File: src/soh_frx_pkg.sv
// Shared types and constants for the SOH/STX length frame receiver.
package soh_frx_pkg;

    typedef enum logic [1:0] {
        PH_IDLE  = 2'd0,
        PH_LEN   = 2'd1,
        PH_DATA  = 2'd2,
        PH_READY = 2'd3
    } phase_t;

    typedef enum logic [1:0] {
        KIND_BYTE  = 2'd0,
        KIND_CLEAR = 2'd1,
        KIND_READ  = 2'd2,
        KIND_NONE  = 2'd3
    } kind_t;

    localparam logic [7:0] SOH_BYTE = 8'h01;
    localparam logic [7:0] STX_BYTE = 8'h02;
    localparam logic [7:0] EOT_BYTE = 8'h04;

endpackage

File: src/soh_frx_buf.sv
// Payload buffer: one write port and one registered read port.
module soh_frx_buf
    import soh_frx_pkg::*;
#(
    parameter int DEPTH  = 32,
    parameter int ADDR_W = 5
) (
    input  logic              aclk,
    input  logic              wr_en,
    input  logic [ADDR_W-1:0] wr_addr,
    input  logic [7:0]        wr_data,
    input  logic              rd_en,
    input  logic [ADDR_W-1:0] rd_addr,
    output logic [7:0]        rd_data
);

    logic [7:0] mem [DEPTH];
    logic [7:0] rd_data_reg;

    always_ff @(posedge aclk) begin
        if (wr_en) begin
            mem[wr_addr] <= wr_data;
        end
    end

    always_ff @(posedge aclk) begin
        if (rd_en) begin
            rd_data_reg <= mem[rd_addr];
        end
    end

    assign rd_data = rd_data_reg;

endmodule

File: src/soh_length_frame_receiver.sv
// Top level of the SOH/STX length frame receiver with its control and result stage.
// Each result is registered and appears in the cycle after its request is accepted.
// Throughput: one request per cycle unless a result waits with m_tready low; the output register
// and the buffer's registered read port let a new request enter while the last result is taken.
// Reset clears the phase, the frame length, the write position and the output
// valid flag; the payload buffer keeps its contents and is undefined until written.
module soh_length_frame_receiver
    import soh_frx_pkg::*;
#(
    parameter int MAX_PAYLOAD = 32
) (
    input  logic        aclk,
    input  logic        aresetn,
    input  logic        s_tvalid,
    output logic        s_tready,
    input  logic [15:0] s_tdata,   // rx_byte[7:0], read_index[12:8], zero[15:13]
    input  logic [1:0]  s_tuser,   // kind[1:0]
    output logic        m_tvalid,
    input  logic        m_tready,
    output logic [15:0] m_tdata    // frame_ready[0], frame_length[6:1], read_data[14:7], zero[15]
);

    localparam int LEN_W  = $clog2(MAX_PAYLOAD + 1);
    localparam int ADDR_W = (MAX_PAYLOAD > 1) ? $clog2(MAX_PAYLOAD) : 1;

    phase_t             phase_reg, phase_next;
    logic [LEN_W-1:0]   exp_len_reg, exp_len_next;
    logic [LEN_W-1:0]   wr_pos_reg, wr_pos_next;
    logic               valid_reg;
    logic               rd_sel_reg;

    logic               accept;
    kind_t              kind;
    logic [7:0]         rx_byte;
    logic [4:0]         read_index;
    logic               wr_en;
    logic               rd_en;
    logic [ADDR_W-1:0]  rd_addr;
    logic [ADDR_W+4:0]  rd_addr_ext;
    logic [7:0]         buf_data;
    logic [LEN_W+5:0]   len_ext;
    logic [7:0]         read_data;

    assign kind       = kind_t'(s_tuser);
    assign rx_byte    = s_tdata[7:0];
    assign read_index = s_tdata[12:8];
    assign s_tready   = !valid_reg || m_tready;
    assign accept     = s_tvalid && s_tready;

    always_comb begin
        phase_next   = phase_reg;
        exp_len_next = exp_len_reg;
        wr_pos_next  = wr_pos_reg;
        if (accept) begin
            case (kind)
                KIND_BYTE: begin
                    case (phase_reg)
                        PH_DATA: begin
                            if (wr_pos_reg >= exp_len_reg) begin
                                phase_next = (rx_byte == EOT_BYTE) ? PH_READY : PH_IDLE;
                            end else begin
                                wr_pos_next = wr_pos_reg + 1'b1;
                            end
                        end
                        PH_LEN, PH_IDLE: begin
                            wr_pos_next = '0;
                            if (phase_reg == PH_LEN && rx_byte != 8'd0
                                && rx_byte <= 8'(MAX_PAYLOAD)) begin
                                phase_next   = PH_DATA;
                                exp_len_next = rx_byte[LEN_W-1:0];
                            end else begin
                                if (phase_reg == PH_LEN) begin
                                    exp_len_next = '0;
                                end
                                if (rx_byte == SOH_BYTE) begin
                                    phase_next   = PH_LEN;
                                    exp_len_next = LEN_W'(MAX_PAYLOAD);
                                end else if (rx_byte == STX_BYTE) begin
                                    phase_next   = PH_DATA;
                                    exp_len_next = LEN_W'(MAX_PAYLOAD);
                                end else begin
                                    phase_next = PH_IDLE;
                                end
                            end
                        end
                        default: begin
                            phase_next = phase_reg;
                        end
                    endcase
                end
                KIND_CLEAR: begin
                    phase_next = PH_IDLE;
                end
                default: begin
                    phase_next = phase_reg;
                end
            endcase
        end
    end

    always_comb begin
        wr_en       = accept && kind == KIND_BYTE && phase_reg == PH_DATA
                      && wr_pos_reg < exp_len_reg;
        rd_en       = accept && kind == KIND_READ
                      && {3'b000, read_index} < 8'(MAX_PAYLOAD);
        rd_addr_ext = {{ADDR_W{1'b0}}, read_index};
        rd_addr     = rd_addr_ext[ADDR_W-1:0];
    end

    always_ff @(posedge aclk) begin
        if (!aresetn) begin
            phase_reg   <= PH_IDLE;
            exp_len_reg <= '0;
            wr_pos_reg  <= '0;
            valid_reg   <= 1'b0;
        end else begin
            phase_reg   <= phase_next;
            exp_len_reg <= exp_len_next;
            wr_pos_reg  <= wr_pos_next;
            if (accept) begin
                valid_reg <= 1'b1;
            end else if (m_tready) begin
                valid_reg <= 1'b0;
            end
        end
    end

    always_ff @(posedge aclk) begin
        if (accept) begin
            rd_sel_reg <= rd_en;
        end
    end

    soh_frx_buf #(
        .DEPTH  (MAX_PAYLOAD),
        .ADDR_W (ADDR_W)
    ) u_buf (
        .aclk    (aclk),
        .wr_en   (wr_en),
        .wr_addr (wr_pos_reg[ADDR_W-1:0]),
        .wr_data (rx_byte),
        .rd_en   (rd_en),
        .rd_addr (rd_addr),
        .rd_data (buf_data)
    );

    assign len_ext   = {6'b000000, exp_len_reg};
    assign read_data = rd_sel_reg ? buf_data : 8'd0;
    assign m_tvalid  = valid_reg;
    assign m_tdata   = {1'b0, read_data, len_ext[5:0], phase_reg == PH_READY};

endmodule

File: config.mk
export PLATFORM = sky130hd
export DESIGN_NAME = soh_length_frame_receiver
export DESIGN_NICKNAME = d
export VERILOG_FILES = /design/src/soh_frx_pkg.sv /design/src/soh_frx_buf.sv /design/src/soh_length_frame_receiver.sv
export SDC_FILE = /design/constraint.sdc
export NUM_CORES = 1
export LEC_CHECK = 0
export ABC_CLOCK_PERIOD_IN_PS = 3550
export BUFFER_PORTS_ARGS = -buffer_cell sky130_fd_sc_hd__clkbuf_2
export CAP_MARGIN = 20
export CORE_ASPECT_RATIO = 1.1
export CORE_MARGIN = 3
export CORE_UTILIZATION = 53
export DETAILED_ROUTE_END_ITERATION = 8
export PLACE_DENSITY = 0.7
export SYNTH_ARGS = -nofsm -noshare
export SYNTH_HDL_FRONTEND = slang
export SYNTH_SLANG_ARGS = --single-unit
File: constraint.sdc
create_clock -name aclk -period 3.55 [get_ports aclk]
set_clock_uncertainty 0.05 [all_clocks]
set_input_delay 0.71 -clock aclk [delete_from_list [all_inputs] [get_ports aclk]]
set_output_delay 0.71 -clock aclk [all_outputs]
set_load 0.01 [all_outputs]
# Yosys cells after proc, flatten, opt, wreduce, memory -nomap -nowiden
# Memory sizes are Yosys's and may differ from the RTL's. A register that Yosys moved wholly into a read port is not among the register bits.
# Index checks and enable logic that the tools add are counted.
# word_totals
regBits,16
latchBits,0
ramBits,256
romBits,0
inputBits,22
elab_cells,59
memories,1
# mem_list
name,depth,width,read_ports,rd_ports_with_merged_regs,wr,line,text
u_buf.mem,32,8,1,1,1,soh_frx_buf.sv:17,logic [7:0] mem [DEPTH];
# classes
n_addsub,1
mul,0
div_mod_pow,0
order_cmp,3
n_eq_ne,11
n_shift,0
n_mux,18
bitwise_logic,0
reduce_logical,20
# ops
cell,n
6-bit two-way mux,5
6-bit case mux with 2 select lines,1
4-bit AND reduction,3
2-bit two-way mux,5
"8-bit by 1-bit == test with 1-bit output, second input constant",1
"8-bit by 2-bit == test with 1-bit output, second input constant",1
"8-bit by 3-bit == test with 1-bit output, second input constant",1
"8-bit by 6-bit less-or-equal comparator with 1-bit output, second input constant",1
8-bit two-way mux,1
2-bit case mux with 2 select lines,2
8-bit nonzero test,1
1-bit logical AND,7
"6-bit by 1-bit adder with 6-bit output, second input constant",1
"2-bit == test, second input constant",3
6-bit greater-or-equal comparator,1
6-bit less-than comparator,1
2-bit nonzero test,3
"2-bit by 1-bit == test with 1-bit output, second input constant",2
2-bit zero test,2
1-bit two-way mux,4
4-bit nonzero test,1
"3-bit by 1-bit inequality test with 1-bit output, second input constant",1
"3-bit inequality test, second input constant",1
"2-bit inequality test, second input constant",1
3 further kinds,3

# Logic depth before layout (Yosys ltp)
# logic_depth
ltp_word,8
mapped_depth,7
mapped_depth_nobuf,6

# Modules after synthesis
# A second synthesis with hierarchy kept.
# unflattened
cells_unflattened,554
hier_area_um2,11258.3
# by_module_without_submodules
module,instances,cells_each,area_per_inst_um2
soh_frx_buf,1,417,10133.5
soh_length_frame_receiver,1,137,1124.8

# Worst setup path before layout
# OpenSTA, ideal clock, no wires.
# synth_path
path_type,input to register
startpoint,input m_tready
endpoint,"memory u_buf.mem[0][0], enable pin"
arrival_time_ns,2.295
required_time_ns,3.117
slack_ns,0.822
cell_stages,6
cell_sequence,nor2b_1 buf_2 nor3_2 o2111ai_1 clkbuf_1 nor3_1
# synth_between
elab_chain_len,7
# synth_rtl
item,line,text
"start, declared",soh_length_frame_receiver.sv:19,"input logic m_tready,"
1-bit logical OR,soh_length_frame_receiver.sv:47,assign s_tready = !valid_reg || m_tready;
1-bit logical AND,soh_length_frame_receiver.sv:48,assign accept = s_tvalid && s_tready;
1-bit logical AND (2 in a row),soh_length_frame_receiver.sv:102,wr_en = accept && kind == KIND_BYTE && phase_reg == PH_DATA
1-bit logical AND,soh_length_frame_receiver.sv:103,&& wr_pos_reg < exp_len_reg;
1-bit two-way mux,soh_frx_buf.sv:21,if (wr_en) begin
1-bit two-way mux (not written as such),soh_frx_buf.sv:22,mem[wr_addr] <= wr_data;
"end, declared",soh_frx_buf.sv:17,
# Every way passes these cells.

# Worst setup path after layout
# layout_path
startpoint,register wr_pos_reg[3]
endpoint,"memory u_buf.mem[22][3], enable pin"
# layout_between
elab_chain_len,4
# layout_rtl
item,line,text
"start, declared",soh_length_frame_receiver.sv:28,"logic [LEN_W-1:0] wr_pos_reg, wr_pos_next;"
"start signal, assigned",soh_length_frame_receiver.sv:119,wr_pos_reg <= wr_pos_next;
6-bit less-than comparator,soh_length_frame_receiver.sv:103,
1-bit logical AND,soh_length_frame_receiver.sv:103,
1-bit two-way mux,soh_frx_buf.sv:21,
1-bit two-way mux (not written as such),soh_frx_buf.sv:22,
# Several ways; a longest one is shown, not always the timed one.

==> impl_metrics.toml <==
[routing]
ant_nets = 0
routed_wl_um = 22700
first_pass_iters = 5
avgViaCountPerCell = 6.03
vias = 5895
wl_per_cell_um = 23.3
drc = 0
drt_iter0_drc = 619

[logic_synthesis]
synth_area_sq_um = 11500
synth_warnings = 0
synthArstFlopShare_pct = 0
synth_seq_cells = 280
synth_cell_types = 54
syn_area_per_cell_sq_um = 19.3
synth_ff_type = "edfxtp_1"
synth_nets = 629
synth_edf_count = 265
syn_inst = 597
synth.yosys.seq_area_share_pct = 71.6

[finish]
nets = 704
synthToLayoutAreaGrowth_pct = 13.2
largest_reg_flops = 256
final-instance-count-excl-fill = 977
diodes = 0
drive_above_1_share_pct = 26.4

[grt]
antenna_found_initial = 0
grt_pass1_vias = 6014
grt_max_degree = 65
gr-total-overflow = 0
grt_use_total_pct = 19.6
grt_pass1_wl_um = 35300

[clock_tree]
cts_tree = "done"
clk_pin_slew_ns = 0.06
cts.path.max_buffers = 3
numCtsBuffers = 27
htree_levels = 1
insertion_delay_ns = 0.52
cts_root_buf = "clkbuf_16"
postCtsSetupBuffers = 0
cts_hold_buf = 0
cts.sinks = 280
cts_resized = 0

[critical_path]
cp-end-kind = "flip-flop"
critPathLaunchType = "flip-flop"
critPathSlowestCell = "dfxtp_1"
arrival_ns = 2.78
path_buf_inv = 2
cpMostUsedCell = "buf_4"
path_delay_family = "flip-flops"
path_class = "reg2reg"
required_ns = 3.72
cp_max_fo = 32
cpPeakStageDelay_ns = 0.59
path_cells = "ha_1, a21oi_1, o211a_1, o2111ai_2, buf_4, nor3_1, buf_4"

[sta]
fin_ws_ns = 0.937
fin_crit_ns = 2.61
fin_tns_setup_ns = 0
final-max-slew-violation-count = 0
worst_slew_pin_slew_ns = 0.877
max_freq_ghz = 0.383
period_share_pct = 73.6
hold_viol_final = 0
rsz0062_at_grt = "no"
maxSlewHeadroom_pct = 41.5
finalSetupViolCount = 0

[outcome]
status = "finished, final reports clean"

[placed_design]
portBuffers = 35
gp_congestion = 0.915
dp_slack_ns = 0.663
place_hpwl_um = 14500
place_inst = 928

[floorplanning]
die_height_um = 161
rows = 55
dieArea_sq_um = 23600
initial_core_util_pct = 54.9
fp.coreArea_sq_um = 21000
io_pins = 40
die_w_um = 147

[worst_hold_path]
hold_path_class = "reg2reg"

[pwr]
power_density_nw_per_um2 = 499
p_leak_nw = 4.25
power_mw = 6.51
peakVddDrop_mv = 0.362

[flow_run]
cap_violations = 0
## placed cells by master (no fill, tap or decap), types with 4 or more instances in the layout
cell       synthesis  routed
edfxtp_1         265     265
mux4_2            61      61
buf_4              3      42
nor3_1            38      38
clkbuf_2           0      34
clkbuf_16          0      27
mux2i_1           20      20
dfxtp_1           15      15
inv_1             14      14
mux4_1            11      11
nand3_1           11      11
and2_1            10      10
ha_1              10      10
clkinv_1           4       9
nor2_1             8       8
a22oi_1            8       8
o21a_1             8       8
nand2b_1           8       8
nand2_1            8       8
a21oi_1            7       7
clkinv_2           0       7
clkbuf_1          15       6
or3_1              5       5
a31oi_1            5       5
a22o_1             5       5
o211ai_1           4       4
## cell type report
class,instances,area (sq um)
repair buffers,78,526
clock inverters,16,106
clock buffers,33,698
multi-input cells,267,3030
fillers,1479,7940
well taps,285,357
flip-flops and latches,280,8260
inverters,18,67.6
## final timing paths
| check | slack [ns] | endpoint | startpoint | depth (start not counted) |
|---|---|---|---|---|
| worst min-delay path | 0.44 | wr_pos_reg[5] | wr_pos_reg[5] | 2 |
| worst max register to register | 0.94 | u_buf.mem[22][3] | wr_pos_reg[3] | 7 |
| worst max-delay path | 0.94 | u_buf.mem[22][3] | wr_pos_reg[3] | 7 |
| worst min register to register | 0.44 | wr_pos_reg[5] | wr_pos_reg[5] | 2 |
## synth_stat cells, drive strengths merged, types with 2 or more instances
cell type,instances,share of area [%]
edfxtp,265,69
mux4,72,14
nor3,39,1.7
mux2i,20,1.7
buf,17,1.0
clkbuf,15,0.49
dfxtp,15,2.6
inv,14,0.46
nand3,11,0.48
and2,10,0.54
ha,10,1.1
a22oi,8,0.52
nand2,8,0.26
nand2b,8,0.43
nor2,8,0.26
o21a,8,0.52
a21oi,7,0.30
a22o,5,0.38
a31oi,5,0.27
or3,5,0.27
clkinv,4,0.13
o2111ai,4,0.30
o211ai,4,0.26
a2111oi,3,0.24
nand3b,3,0.20
nor2b,3,0.16
a211o,2,0.15
a211oi,2,0.17
a21o,2,0.13
and3b,2,0.15
nor3b,2,0.13
or3b,2,0.15
## power by group
part	internal (mW)	switching, mW
logic	0.125	0.176
registers	3.62	0.00526
clock network	1.47	1.12
total	5.21	1.30
## logic make-up (layout without fill, tap and decap cells)
kind of cell | Yosys count | count (layout) | synth area share [%]
other | 1 | 1 | 0.0325
AOI/OAI and AO/OA | 58 | 58 | 3.86
muxes | 92 | 92 | 16.2
xor gates and xnor gates | 1 | 1 | 0.0760
and+or+nand+nor | 105 | 105 | 5.04
adders and majority gates | 10 | 10 | 1.09
DFF | 280 | 280 | 71.6
buffers and inverters | 50 | 145 | 2.09
## worst min-delay path, cell delays in order (launching register included)
cell	delay, ns
dfxtp_1	0.32
nand2_1	0.06
mux2i_1	0.06
## stage by stage
stage | hold slack (ns) | area [sq um] | utilization [%]
6_report | 0.442 | 13000 | 62.2
5_1_grt | 0.468 | 13000 | 62.2
4_1_cts | 0.436 | 13000 | 62.2
3_5_place_dp | 0.434 | 12200 | 58.3
3_3_place_gp | 0.412 | 12200 | 58.3
2_1_floorplan | 0.400 | 11500 | -
## routing by layer
metal  routed length, um  global-route usage, %  up-vias
met2               11100                   31.8      201
met5                   0                      0        -
met4                 672                   6.20        0
met1                9710                   28.4     3021
met3                1250                   2.45       43
li1                    -                      -     2630
(Power assumes the default switching activity.)
